## src/rtl/gdfs_pkg.sv

```systemverilog
// shared constants and helpers for the depth-first search block
package gdfs_pkg;

    localparam int MAX_VERTICES = 16;
    localparam int NUM_ROWS     = MAX_VERTICES;
    localparam int VTX_W        = $clog2(NUM_ROWS);
    localparam int CNT_W        = VTX_W + 1;
    localparam int STACK_W      = VTX_W + CNT_W;

    localparam logic CMD_LOAD   = 1'b0;
    localparam logic CMD_SEARCH = 1'b1;

    typedef logic [NUM_ROWS-1:0] row_t;
    typedef logic [VTX_W-1:0]    vtx_t;
    typedef logic [CNT_W-1:0]    cnt_t;

    // lowest set bit of a row, zero when empty
    function automatic vtx_t first_set(input row_t v);
        vtx_t idx;
        idx = '0;
        for (int k = NUM_ROWS - 1; k >= 0; k--)
        begin
            if (v[k])
            begin
                idx = VTX_W'(k);
            end
        end
        return idx;
    endfunction

endpackage

```

## src/rtl/graph_depth_first_search.sv

```systemverilog
// depth-first search spanning tree engine over a small adjacency matrix
//
// usage: an item is taken when start is high and busy is low. command
// CMD_LOAD writes row_bits into adjacency row row_index and answers with a
// single result in the next cycle; busy stays low. command CMD_SEARCH runs a
// depth-first search from root_vertex, trying neighbours in ascending order.
// every tree edge comes out on parent_vertex, child_vertex, child_label with
// edge_valid set, strobed by result_valid for one cycle; the final result of
// an item has last_result set. a search with no tree edge answers with one
// result with edge_valid low.
// sequence: each discovery takes a scan step, which also issues the next row
// read, and each backtrack passes through ST_SCAN and then ST_POP, as the
// registered reads of the adjacency ram and the stack ram require. the
// receiver cannot stall: results must be taken as shown.
// vertex_count is written over the cfg channel while busy is low.
// reset clears all adjacency rows through per-row valid bits, the vertex
// count returns to 16 and the block comes up idle.
module graph_depth_first_search
    import gdfs_pkg::*;
(
    input  logic             clk,
    input  logic             rst_n,
    input  logic             start,
    output logic             busy,
    input  logic             command,
    input  logic [VTX_W-1:0] row_index,
    input  logic [NUM_ROWS-1:0] row_bits,
    input  logic [VTX_W-1:0] root_vertex,
    input  logic             cfg_valid,
    output logic             cfg_ready,
    input  logic [CNT_W-1:0] cfg_data,
    output logic             result_valid,
    output logic [VTX_W-1:0] parent_vertex,
    output logic [VTX_W-1:0] child_vertex,
    output logic [CNT_W-1:0] child_label,
    output logic             edge_valid,
    output logic             last_result
);

    localparam logic [1:0] ST_IDLE = 2'd0;
    localparam logic [1:0] ST_SCAN = 2'd1;
    localparam logic [1:0] ST_POP  = 2'd2;

    logic [1:0]   state_reg, state_next;
    cnt_t         vcount_reg;
    row_t         row_valid_reg, row_valid_next;
    logic         row_ok_reg;
    row_t         visited_reg, visited_next;
    cnt_t         depth_reg, depth_next;
    cnt_t         label_reg, label_next;
    vtx_t         top_vertex_reg, top_vertex_next;
    cnt_t         top_next_reg, top_next_next;
    logic         pend_valid_reg, pend_valid_next;
    vtx_t         pend_parent_reg, pend_parent_next;
    vtx_t         pend_child_reg, pend_child_next;
    cnt_t         pend_label_reg, pend_label_next;
    logic         res_valid_reg, res_valid_next;
    vtx_t         res_parent_reg, res_parent_next;
    vtx_t         res_child_reg, res_child_next;
    cnt_t         res_label_reg, res_label_next;
    logic         res_edge_reg, res_edge_next;
    logic         res_last_reg, res_last_next;

    logic         accept;
    cnt_t         n_eff;
    row_t         row_data;
    row_t         cand;
    vtx_t         found_idx;
    cnt_t         top_idx;
    cnt_t         below_idx;

    logic         adj_we;
    logic         adj_re;
    vtx_t         adj_raddr;
    row_t         adj_rdata;
    logic         stk_we;
    logic         stk_re;
    logic [STACK_W-1:0] stk_wdata;
    logic [STACK_W-1:0] stk_rdata;

    assign busy      = (state_reg != ST_IDLE);
    assign cfg_ready = !busy;
    assign accept    = start && !busy;

    assign result_valid  = res_valid_reg;
    assign parent_vertex = res_parent_reg;
    assign child_vertex  = res_child_reg;
    assign child_label   = res_label_reg;
    assign edge_valid    = res_edge_reg;
    assign last_result   = res_last_reg;

    always_comb
    begin
        if (vcount_reg == '0)
        begin
            n_eff = CNT_W'(1);
        end
        else if (vcount_reg > CNT_W'(NUM_ROWS))
        begin
            n_eff = CNT_W'(NUM_ROWS);
        end
        else
        begin
            n_eff = vcount_reg;
        end
    end

    assign row_data = adj_rdata & {NUM_ROWS{row_ok_reg}};

    always_comb
    begin
        for (int k = 0; k < NUM_ROWS; k++)
        begin
            cand[k] = row_data[k] && !visited_reg[k]
                      && (CNT_W'(k) >= top_next_reg) && (CNT_W'(k) < n_eff);
        end
    end

    assign found_idx = first_set(cand);
    assign top_idx   = depth_reg - CNT_W'(1);
    assign below_idx = depth_reg - CNT_W'(2);

    assign adj_we    = accept && (command == CMD_LOAD);
    assign stk_wdata = {top_vertex_reg, CNT_W'(found_idx) + CNT_W'(1)};

    always_comb
    begin
        state_next       = state_reg;
        row_valid_next   = row_valid_reg;
        visited_next     = visited_reg;
        depth_next       = depth_reg;
        label_next       = label_reg;
        top_vertex_next  = top_vertex_reg;
        top_next_next    = top_next_reg;
        pend_valid_next  = pend_valid_reg;
        pend_parent_next = pend_parent_reg;
        pend_child_next  = pend_child_reg;
        pend_label_next  = pend_label_reg;
        res_valid_next   = 1'b0;
        res_parent_next  = res_parent_reg;
        res_child_next   = res_child_reg;
        res_label_next   = res_label_reg;
        res_edge_next    = res_edge_reg;
        res_last_next    = res_last_reg;
        adj_re           = 1'b0;
        adj_raddr        = top_vertex_reg;
        stk_we           = 1'b0;
        stk_re           = 1'b0;

        unique case (state_reg)
            ST_IDLE:
            begin
                if (accept && command == CMD_LOAD)
                begin
                    row_valid_next[row_index] = 1'b1;
                    res_valid_next  = 1'b1;
                    res_parent_next = '0;
                    res_child_next  = '0;
                    res_label_next  = '0;
                    res_edge_next   = 1'b0;
                    res_last_next   = 1'b1;
                end
                else if (accept)
                begin
                    visited_next    = '0;
                    pend_valid_next = 1'b0;
                    if (CNT_W'(root_vertex) < n_eff)
                    begin
                        visited_next[root_vertex] = 1'b1;
                        label_next      = CNT_W'(1);
                        depth_next      = CNT_W'(1);
                        top_vertex_next = root_vertex;
                        top_next_next   = '0;
                        adj_re          = 1'b1;
                        adj_raddr       = root_vertex;
                        state_next      = ST_SCAN;
                    end
                    else
                    begin
                        label_next      = '0;
                        depth_next      = '0;
                        res_valid_next  = 1'b1;
                        res_parent_next = '0;
                        res_child_next  = '0;
                        res_label_next  = '0;
                        res_edge_next   = 1'b0;
                        res_last_next   = 1'b1;
                    end
                end
            end
            ST_SCAN:
            begin
                if (cand != '0)
                begin
                    stk_we                   = 1'b1;
                    visited_next[found_idx]  = 1'b1;
                    label_next               = label_reg + CNT_W'(1);
                    depth_next               = depth_reg + CNT_W'(1);
                    top_vertex_next          = found_idx;
                    top_next_next            = '0;
                    adj_re                   = 1'b1;
                    adj_raddr                = found_idx;
                    if (pend_valid_reg)
                    begin
                        res_valid_next  = 1'b1;
                        res_parent_next = pend_parent_reg;
                        res_child_next  = pend_child_reg;
                        res_label_next  = pend_label_reg;
                        res_edge_next   = 1'b1;
                        res_last_next   = 1'b0;
                    end
                    pend_valid_next  = 1'b1;
                    pend_parent_next = top_vertex_reg;
                    pend_child_next  = found_idx;
                    pend_label_next  = label_reg + CNT_W'(1);
                end
                else if (depth_reg == CNT_W'(1))
                begin
                    depth_next      = '0;
                    pend_valid_next = 1'b0;
                    res_valid_next  = 1'b1;
                    res_parent_next = pend_valid_reg ? pend_parent_reg : '0;
                    res_child_next  = pend_valid_reg ? pend_child_reg : '0;
                    res_label_next  = pend_valid_reg ? pend_label_reg : '0;
                    res_edge_next   = pend_valid_reg;
                    res_last_next   = 1'b1;
                    state_next      = ST_IDLE;
                end
                else
                begin
                    depth_next = depth_reg - CNT_W'(1);
                    stk_re     = 1'b1;
                    state_next = ST_POP;
                end
            end
            ST_POP:
            begin
                top_vertex_next = stk_rdata[STACK_W-1:CNT_W];
                top_next_next   = stk_rdata[CNT_W-1:0];
                adj_re          = 1'b1;
                adj_raddr       = stk_rdata[STACK_W-1:CNT_W];
                state_next      = ST_SCAN;
            end
            default:
            begin
                state_next = ST_IDLE;
            end
        endcase
    end

    always_ff @(posedge clk or negedge rst_n)
    begin
        if (!rst_n)
        begin
            state_reg      <= ST_IDLE;
            vcount_reg     <= CNT_W'(MAX_VERTICES);
            row_valid_reg  <= '0;
            row_ok_reg     <= 1'b0;
            visited_reg    <= '0;
            depth_reg      <= '0;
            label_reg      <= '0;
            pend_valid_reg <= 1'b0;
            res_valid_reg  <= 1'b0;
        end
        else
        begin
            state_reg      <= state_next;
            row_valid_reg  <= row_valid_next;
            visited_reg    <= visited_next;
            depth_reg      <= depth_next;
            label_reg      <= label_next;
            pend_valid_reg <= pend_valid_next;
            res_valid_reg  <= res_valid_next;
            if (cfg_valid && cfg_ready)
            begin
                vcount_reg <= cfg_data;
            end
            if (adj_re)
            begin
                row_ok_reg <= row_valid_reg[adj_raddr];
            end
        end
    end

    always_ff @(posedge clk)
    begin
        top_vertex_reg  <= top_vertex_next;
        top_next_reg    <= top_next_next;
        pend_parent_reg <= pend_parent_next;
        pend_child_reg  <= pend_child_next;
        pend_label_reg  <= pend_label_next;
        res_parent_reg  <= res_parent_next;
        res_child_reg   <= res_child_next;
        res_label_reg   <= res_label_next;
        res_edge_reg    <= res_edge_next;
        res_last_reg    <= res_last_next;
    end

    // adjacency matrix, one row per source vertex
    gdfs_ram #(
        .WIDTH (NUM_ROWS),
        .DEPTH (NUM_ROWS)
    ) u_adj_ram (
        .clk   (clk),
        .we    (adj_we),
        .waddr (row_index),
        .wdata (row_bits),
        .re    (adj_re),
        .raddr (adj_raddr),
        .rdata (adj_rdata)
    );

    // search stack of vertex and resume point, top entry kept in registers
    gdfs_ram #(
        .WIDTH (STACK_W),
        .DEPTH (NUM_ROWS)
    ) u_stack_ram (
        .clk   (clk),
        .we    (stk_we),
        .waddr (top_idx[VTX_W-1:0]),
        .wdata (stk_wdata),
        .re    (stk_re),
        .raddr (below_idx[VTX_W-1:0]),
        .rdata (stk_rdata)
    );

endmodule

```

## src/rtl/gdfs_ram.sv

```systemverilog
// generic single-write, single-read ram with registered read data
module gdfs_ram #(
    parameter int WIDTH = 16,
    parameter int DEPTH = 16
) (
    input  logic                     clk,
    input  logic                     we,
    input  logic [$clog2(DEPTH)-1:0] waddr,
    input  logic [WIDTH-1:0]         wdata,
    input  logic                     re,
    input  logic [$clog2(DEPTH)-1:0] raddr,
    output logic [WIDTH-1:0]         rdata
);

    logic [WIDTH-1:0] mem [DEPTH];

    always_ff @(posedge clk)
    begin
        if (we)
        begin
            mem[waddr] <= wdata;
        end
        if (re)
        begin
            rdata <= mem[raddr];
        end
    end

endmodule

```

## config.mk

```make
export PLATFORM = sky130hd
export DESIGN_NAME = graph_depth_first_search
export DESIGN_NICKNAME = d
export VERILOG_FILES = /design/src/rtl/gdfs_pkg.sv /design/src/rtl/graph_depth_first_search.sv /design/src/rtl/gdfs_ram.sv
export SDC_FILE = /design/constraint.sdc
export NUM_CORES = 1
export LEC_CHECK = 0
export ABC_AREA = 1
export BUFFER_PORTS_ARGS = -buffer_cell sky130_fd_sc_hd__buf_2
export CAP_MARGIN = 10
export CORE_MARGIN = 4
export CORE_UTILIZATION = 60
export CTS_CLUSTER_DIAMETER = 200
export DETAILED_ROUTE_END_ITERATION = 16
export PLACE_DENSITY = 0.82
export SLEW_MARGIN = 20
export SYNTH_ARGS = -nofsm -noshare
export SYNTH_HDL_FRONTEND = slang
export SYNTH_SLANG_ARGS = --single-unit
```

## constraint.sdc

```tcl
create_clock -name clk -period 4.5 [get_ports clk]
set_input_delay 0.45 -clock clk [delete_from_list [all_inputs] [get_ports clk]]
set_output_delay 0.45 -clock clk [all_outputs]
set_load 0.03 [all_outputs]
```

==> results.md <==
- Outcome: complete, but fails checks
- Failing checks: hold timing
- Min Hold Slack: -0.000872 ns
- Crit-path leading delay family: simple AND/OR/NAND/NOR gates
- Most common cell after layout, fill and taps aside: edfxtp_1
- Top Registers: u_adj_ram.mem: 256 flops, u_stack_ram.mem: 144 flops
- Die area: 39,300 um^2
- Routed Antenna Nets: 0
- Cell Area, Synth: 21,700 um^2
- Crit share post-route: slightly above 90%
- Slew Viols, Final: 0
- Distinct cell type count after synthesis: between 40 and 50
- Fmax: approximately 0.24 GHz
- Final hold violation count: 1
- Vias in the first global route: 14,700
- Max-Cap Viols: 0
- Final worst path period need: just over 4 ns
- Largest stage delay on the critical path: 0.46 ns
- CORE AREA: between 30,000 and 40,000 um^2
- Largest net degree at the start of global routing: 82
- Reg with most FFs: u_adj_ram.mem
- Die width: 198 um
- Synthesis-to-finish area growth: 11.3%
- Syn avg cell area: roughly 12 um^2
- Antenna violations before repair: 3
- Via/cell ratio: about 6.2
- Max Fanout on Critical Path: 81
- Crit end category: register
- RSZ-0062 raised after global routing: no
- CTS buffer count: 49
- Number of flops mapped to enable cells by yosys: 458
- Core Rows: 69
- DRT Wirelength: roughly 53,000 um
- Primary FF master, synth: edfxtp_1
- Total GRT Usage: a little over a quarter
- Hold_buf cts: 0
- Yosys reg bits: 514
- Overflow after GRT: 0
- Port bufs: 51
- Vias: 14,900
- Die H: between 150 and 200 um
- RD Place Congestion: 0.899
- Reg clk slew, reported paths: approximately 0.06 ns
- Clock root buffer: clkbuf_16
- Arrival time worst endpoint: about 4.5 ns
- DRC errors left: 0
- Clk buf depth: 3
- Least-Margin Pin Slew: roughly 1.0 ns
- IO Count: 52
- Share of cells above drive strength 1: between 10% and 20%
- Drt pass-1 iters: 7
- Final Non-Filler Cells: about 2,400
- Hpwl dp: 32,100 um
- Worst Path Buf+Inv: 2
- Setup bufs post-CTS: 0
- Synth Warn #: 0
- CTS tree: done
- Min-Delay Path Class: input pin to asynchronous set/reset pin
- Worst-Skew Late Latency: 0.59 ns
- Critical Path Start Type: register
- Path type of the worst setup path: register to register
- Initial Util: approximately three fifths
- Most frequent cells in the layout: edfxtp_1 (458), nor2_1 (209), nand2_1 (196)
- Post-CTS Resized: 0
- TNS Setup: 0 ns
- Slowest CP cell: dfrtp_1
- Seq/Total Area, Yosys: a little over two thirds
- Required @ worst endpoint: 4.84 ns
- Worst rel slew slack: between 30% and 40%
- Wire length of the first global-routing pass: about 80,000 um
- Crit-path cells: inv_2 > nand2_2 > nor2_1 > o21ai_0 > ha_1 > a21oi_1 > o21bai_1 > nand2_1 > nand2_1 > o21ai_1 > nand2_2 > a21oi_2 > nand2_4 > nand2_4 > inv_6 > o211ai_1 > nand3_1 > nand3_1 > nand2_1
- Synthesized Nets: 1,868
- Initial drt markers: 1,654
- H-tree levels: 2
- Post-Synthesis Cells: ~1,800
- Crit path top cell by count: nand2_1
- Final setup fails: 0
- Layout Nets: ~1,900
- WL per Instance: roughly 22 um
- DP Cell Count: around 2,300
- Clock sinks: ~510
- Worst Skew: 0.0274 ns
- Max reg flops: about 260
- Async set or reset register ratio after synthesis: around 10%
synth_stat cells, drive strengths merged, types with 4 or more instances:
master | count | area share, %
xor2 | 7 | 0.28
o221ai | 29 | 1.2
dfrtp | 51 | 5.9
nor3 | 11 | 0.28
buf | 38 | 1.4
a31oi | 5 | 0.14
edfxtp | 458 | 63
o211ai | 123 | 4.3
inv | 180 | 3.1
nand4 | 4 | 0.12
o21ai | 231 | 5.4
nand2 | 203 | 3.7
nor2 | 228 | 4.1
or2 | 17 | 0.49
nand3 | 108 | 2.5
a21oi | 19 | 0.46
a22oi | 4 | 0.14
o22ai | 14 | 0.40
ha | 18 | 1.0
dfxtp | 4 | 0.37
clkbuf | 50 | 0.87
cells by family (layout without fill, tap and decap cells):
| family | Yosys count | count (layout) | share of synthesized area, % |
|---|---|---|---|
| and+or+nand+nor | 572 | 572 | 11.2 |
| adders and majority gates | 18 | 18 | 1.04 |
| DFF | 514 | 514 | 69.7 |
| AOI/OAI and AO/OA | 433 | 433 | 12.3 |
| other | 0 | 3 | 0 |
| xor gates and xnor gates | 9 | 9 | 0.363 |
| buffers and inverters | 270 | 381 | 5.40 |
final cells by class:
| class | instances | area (um^2) |
|---|---|---|
| sequential | 514 | 15100 |
| multi-input combinational | 1032 | 5450 |
| inverter | 182 | 688 |
| antenna | 3 | 7.51 |
| tap | 461 | 577 |
| fill | 2391 | 11500 |
| timing repair buffer | 109 | 741 |
| clock inverter | 31 | 305 |
| clock buffer | 59 | 1260 |
path summary, 6_finish.rpt:
path	start	to	slack [ns]	cells after the start
setup / recovery	vcount_reg[2]	u_adj_ram.rdata[14]	0.37	19
hold / removal	rst_n	depth_reg[2]	-0.0009	2
setup reg to reg	vcount_reg[2]	u_adj_ram.rdata[14]	0.37	19
hold reg to reg	row_valid_reg[5]	row_valid_reg[5]	0.47	2
max in group asynchronous	rst_n	depth_reg[0]	4.01	2
min in group clk	cfg_data[1]	vcount_reg[1]	0.12	3
metrics by stage:
step	worst slack, ns	instance area [um^2]	hold WS, ns	utilization (%)
2_1_floorplan	1.33	21700	0.154	-
3_3_place_gp	0.547	22600	0.440	63.4
3_5_place_dp	0.484	22600	0.449	63.4
4_1_cts	0.407	24200	0.00681	67.8
5_1_grt	0.126	24200	0.0498	67.8
6_report	0.369	24200	-0.000872	67.8
layer usage:
metal | track usage, % | vias to the layer above | part of all wire (%)
met5 | 0 | - | 0.058
met4 | 10.4 | 4 | 3.8
met3 | 5.85 | 166 | 10
met2 | 43.5 | 853 | 48
met1 | 36.2 | 7178 | 38
li1 | - | 6652 | -
Power is left out: the tool's default activity adds up to more than one toggle a clock period on the data nets, which glitch-free logic cannot reach.
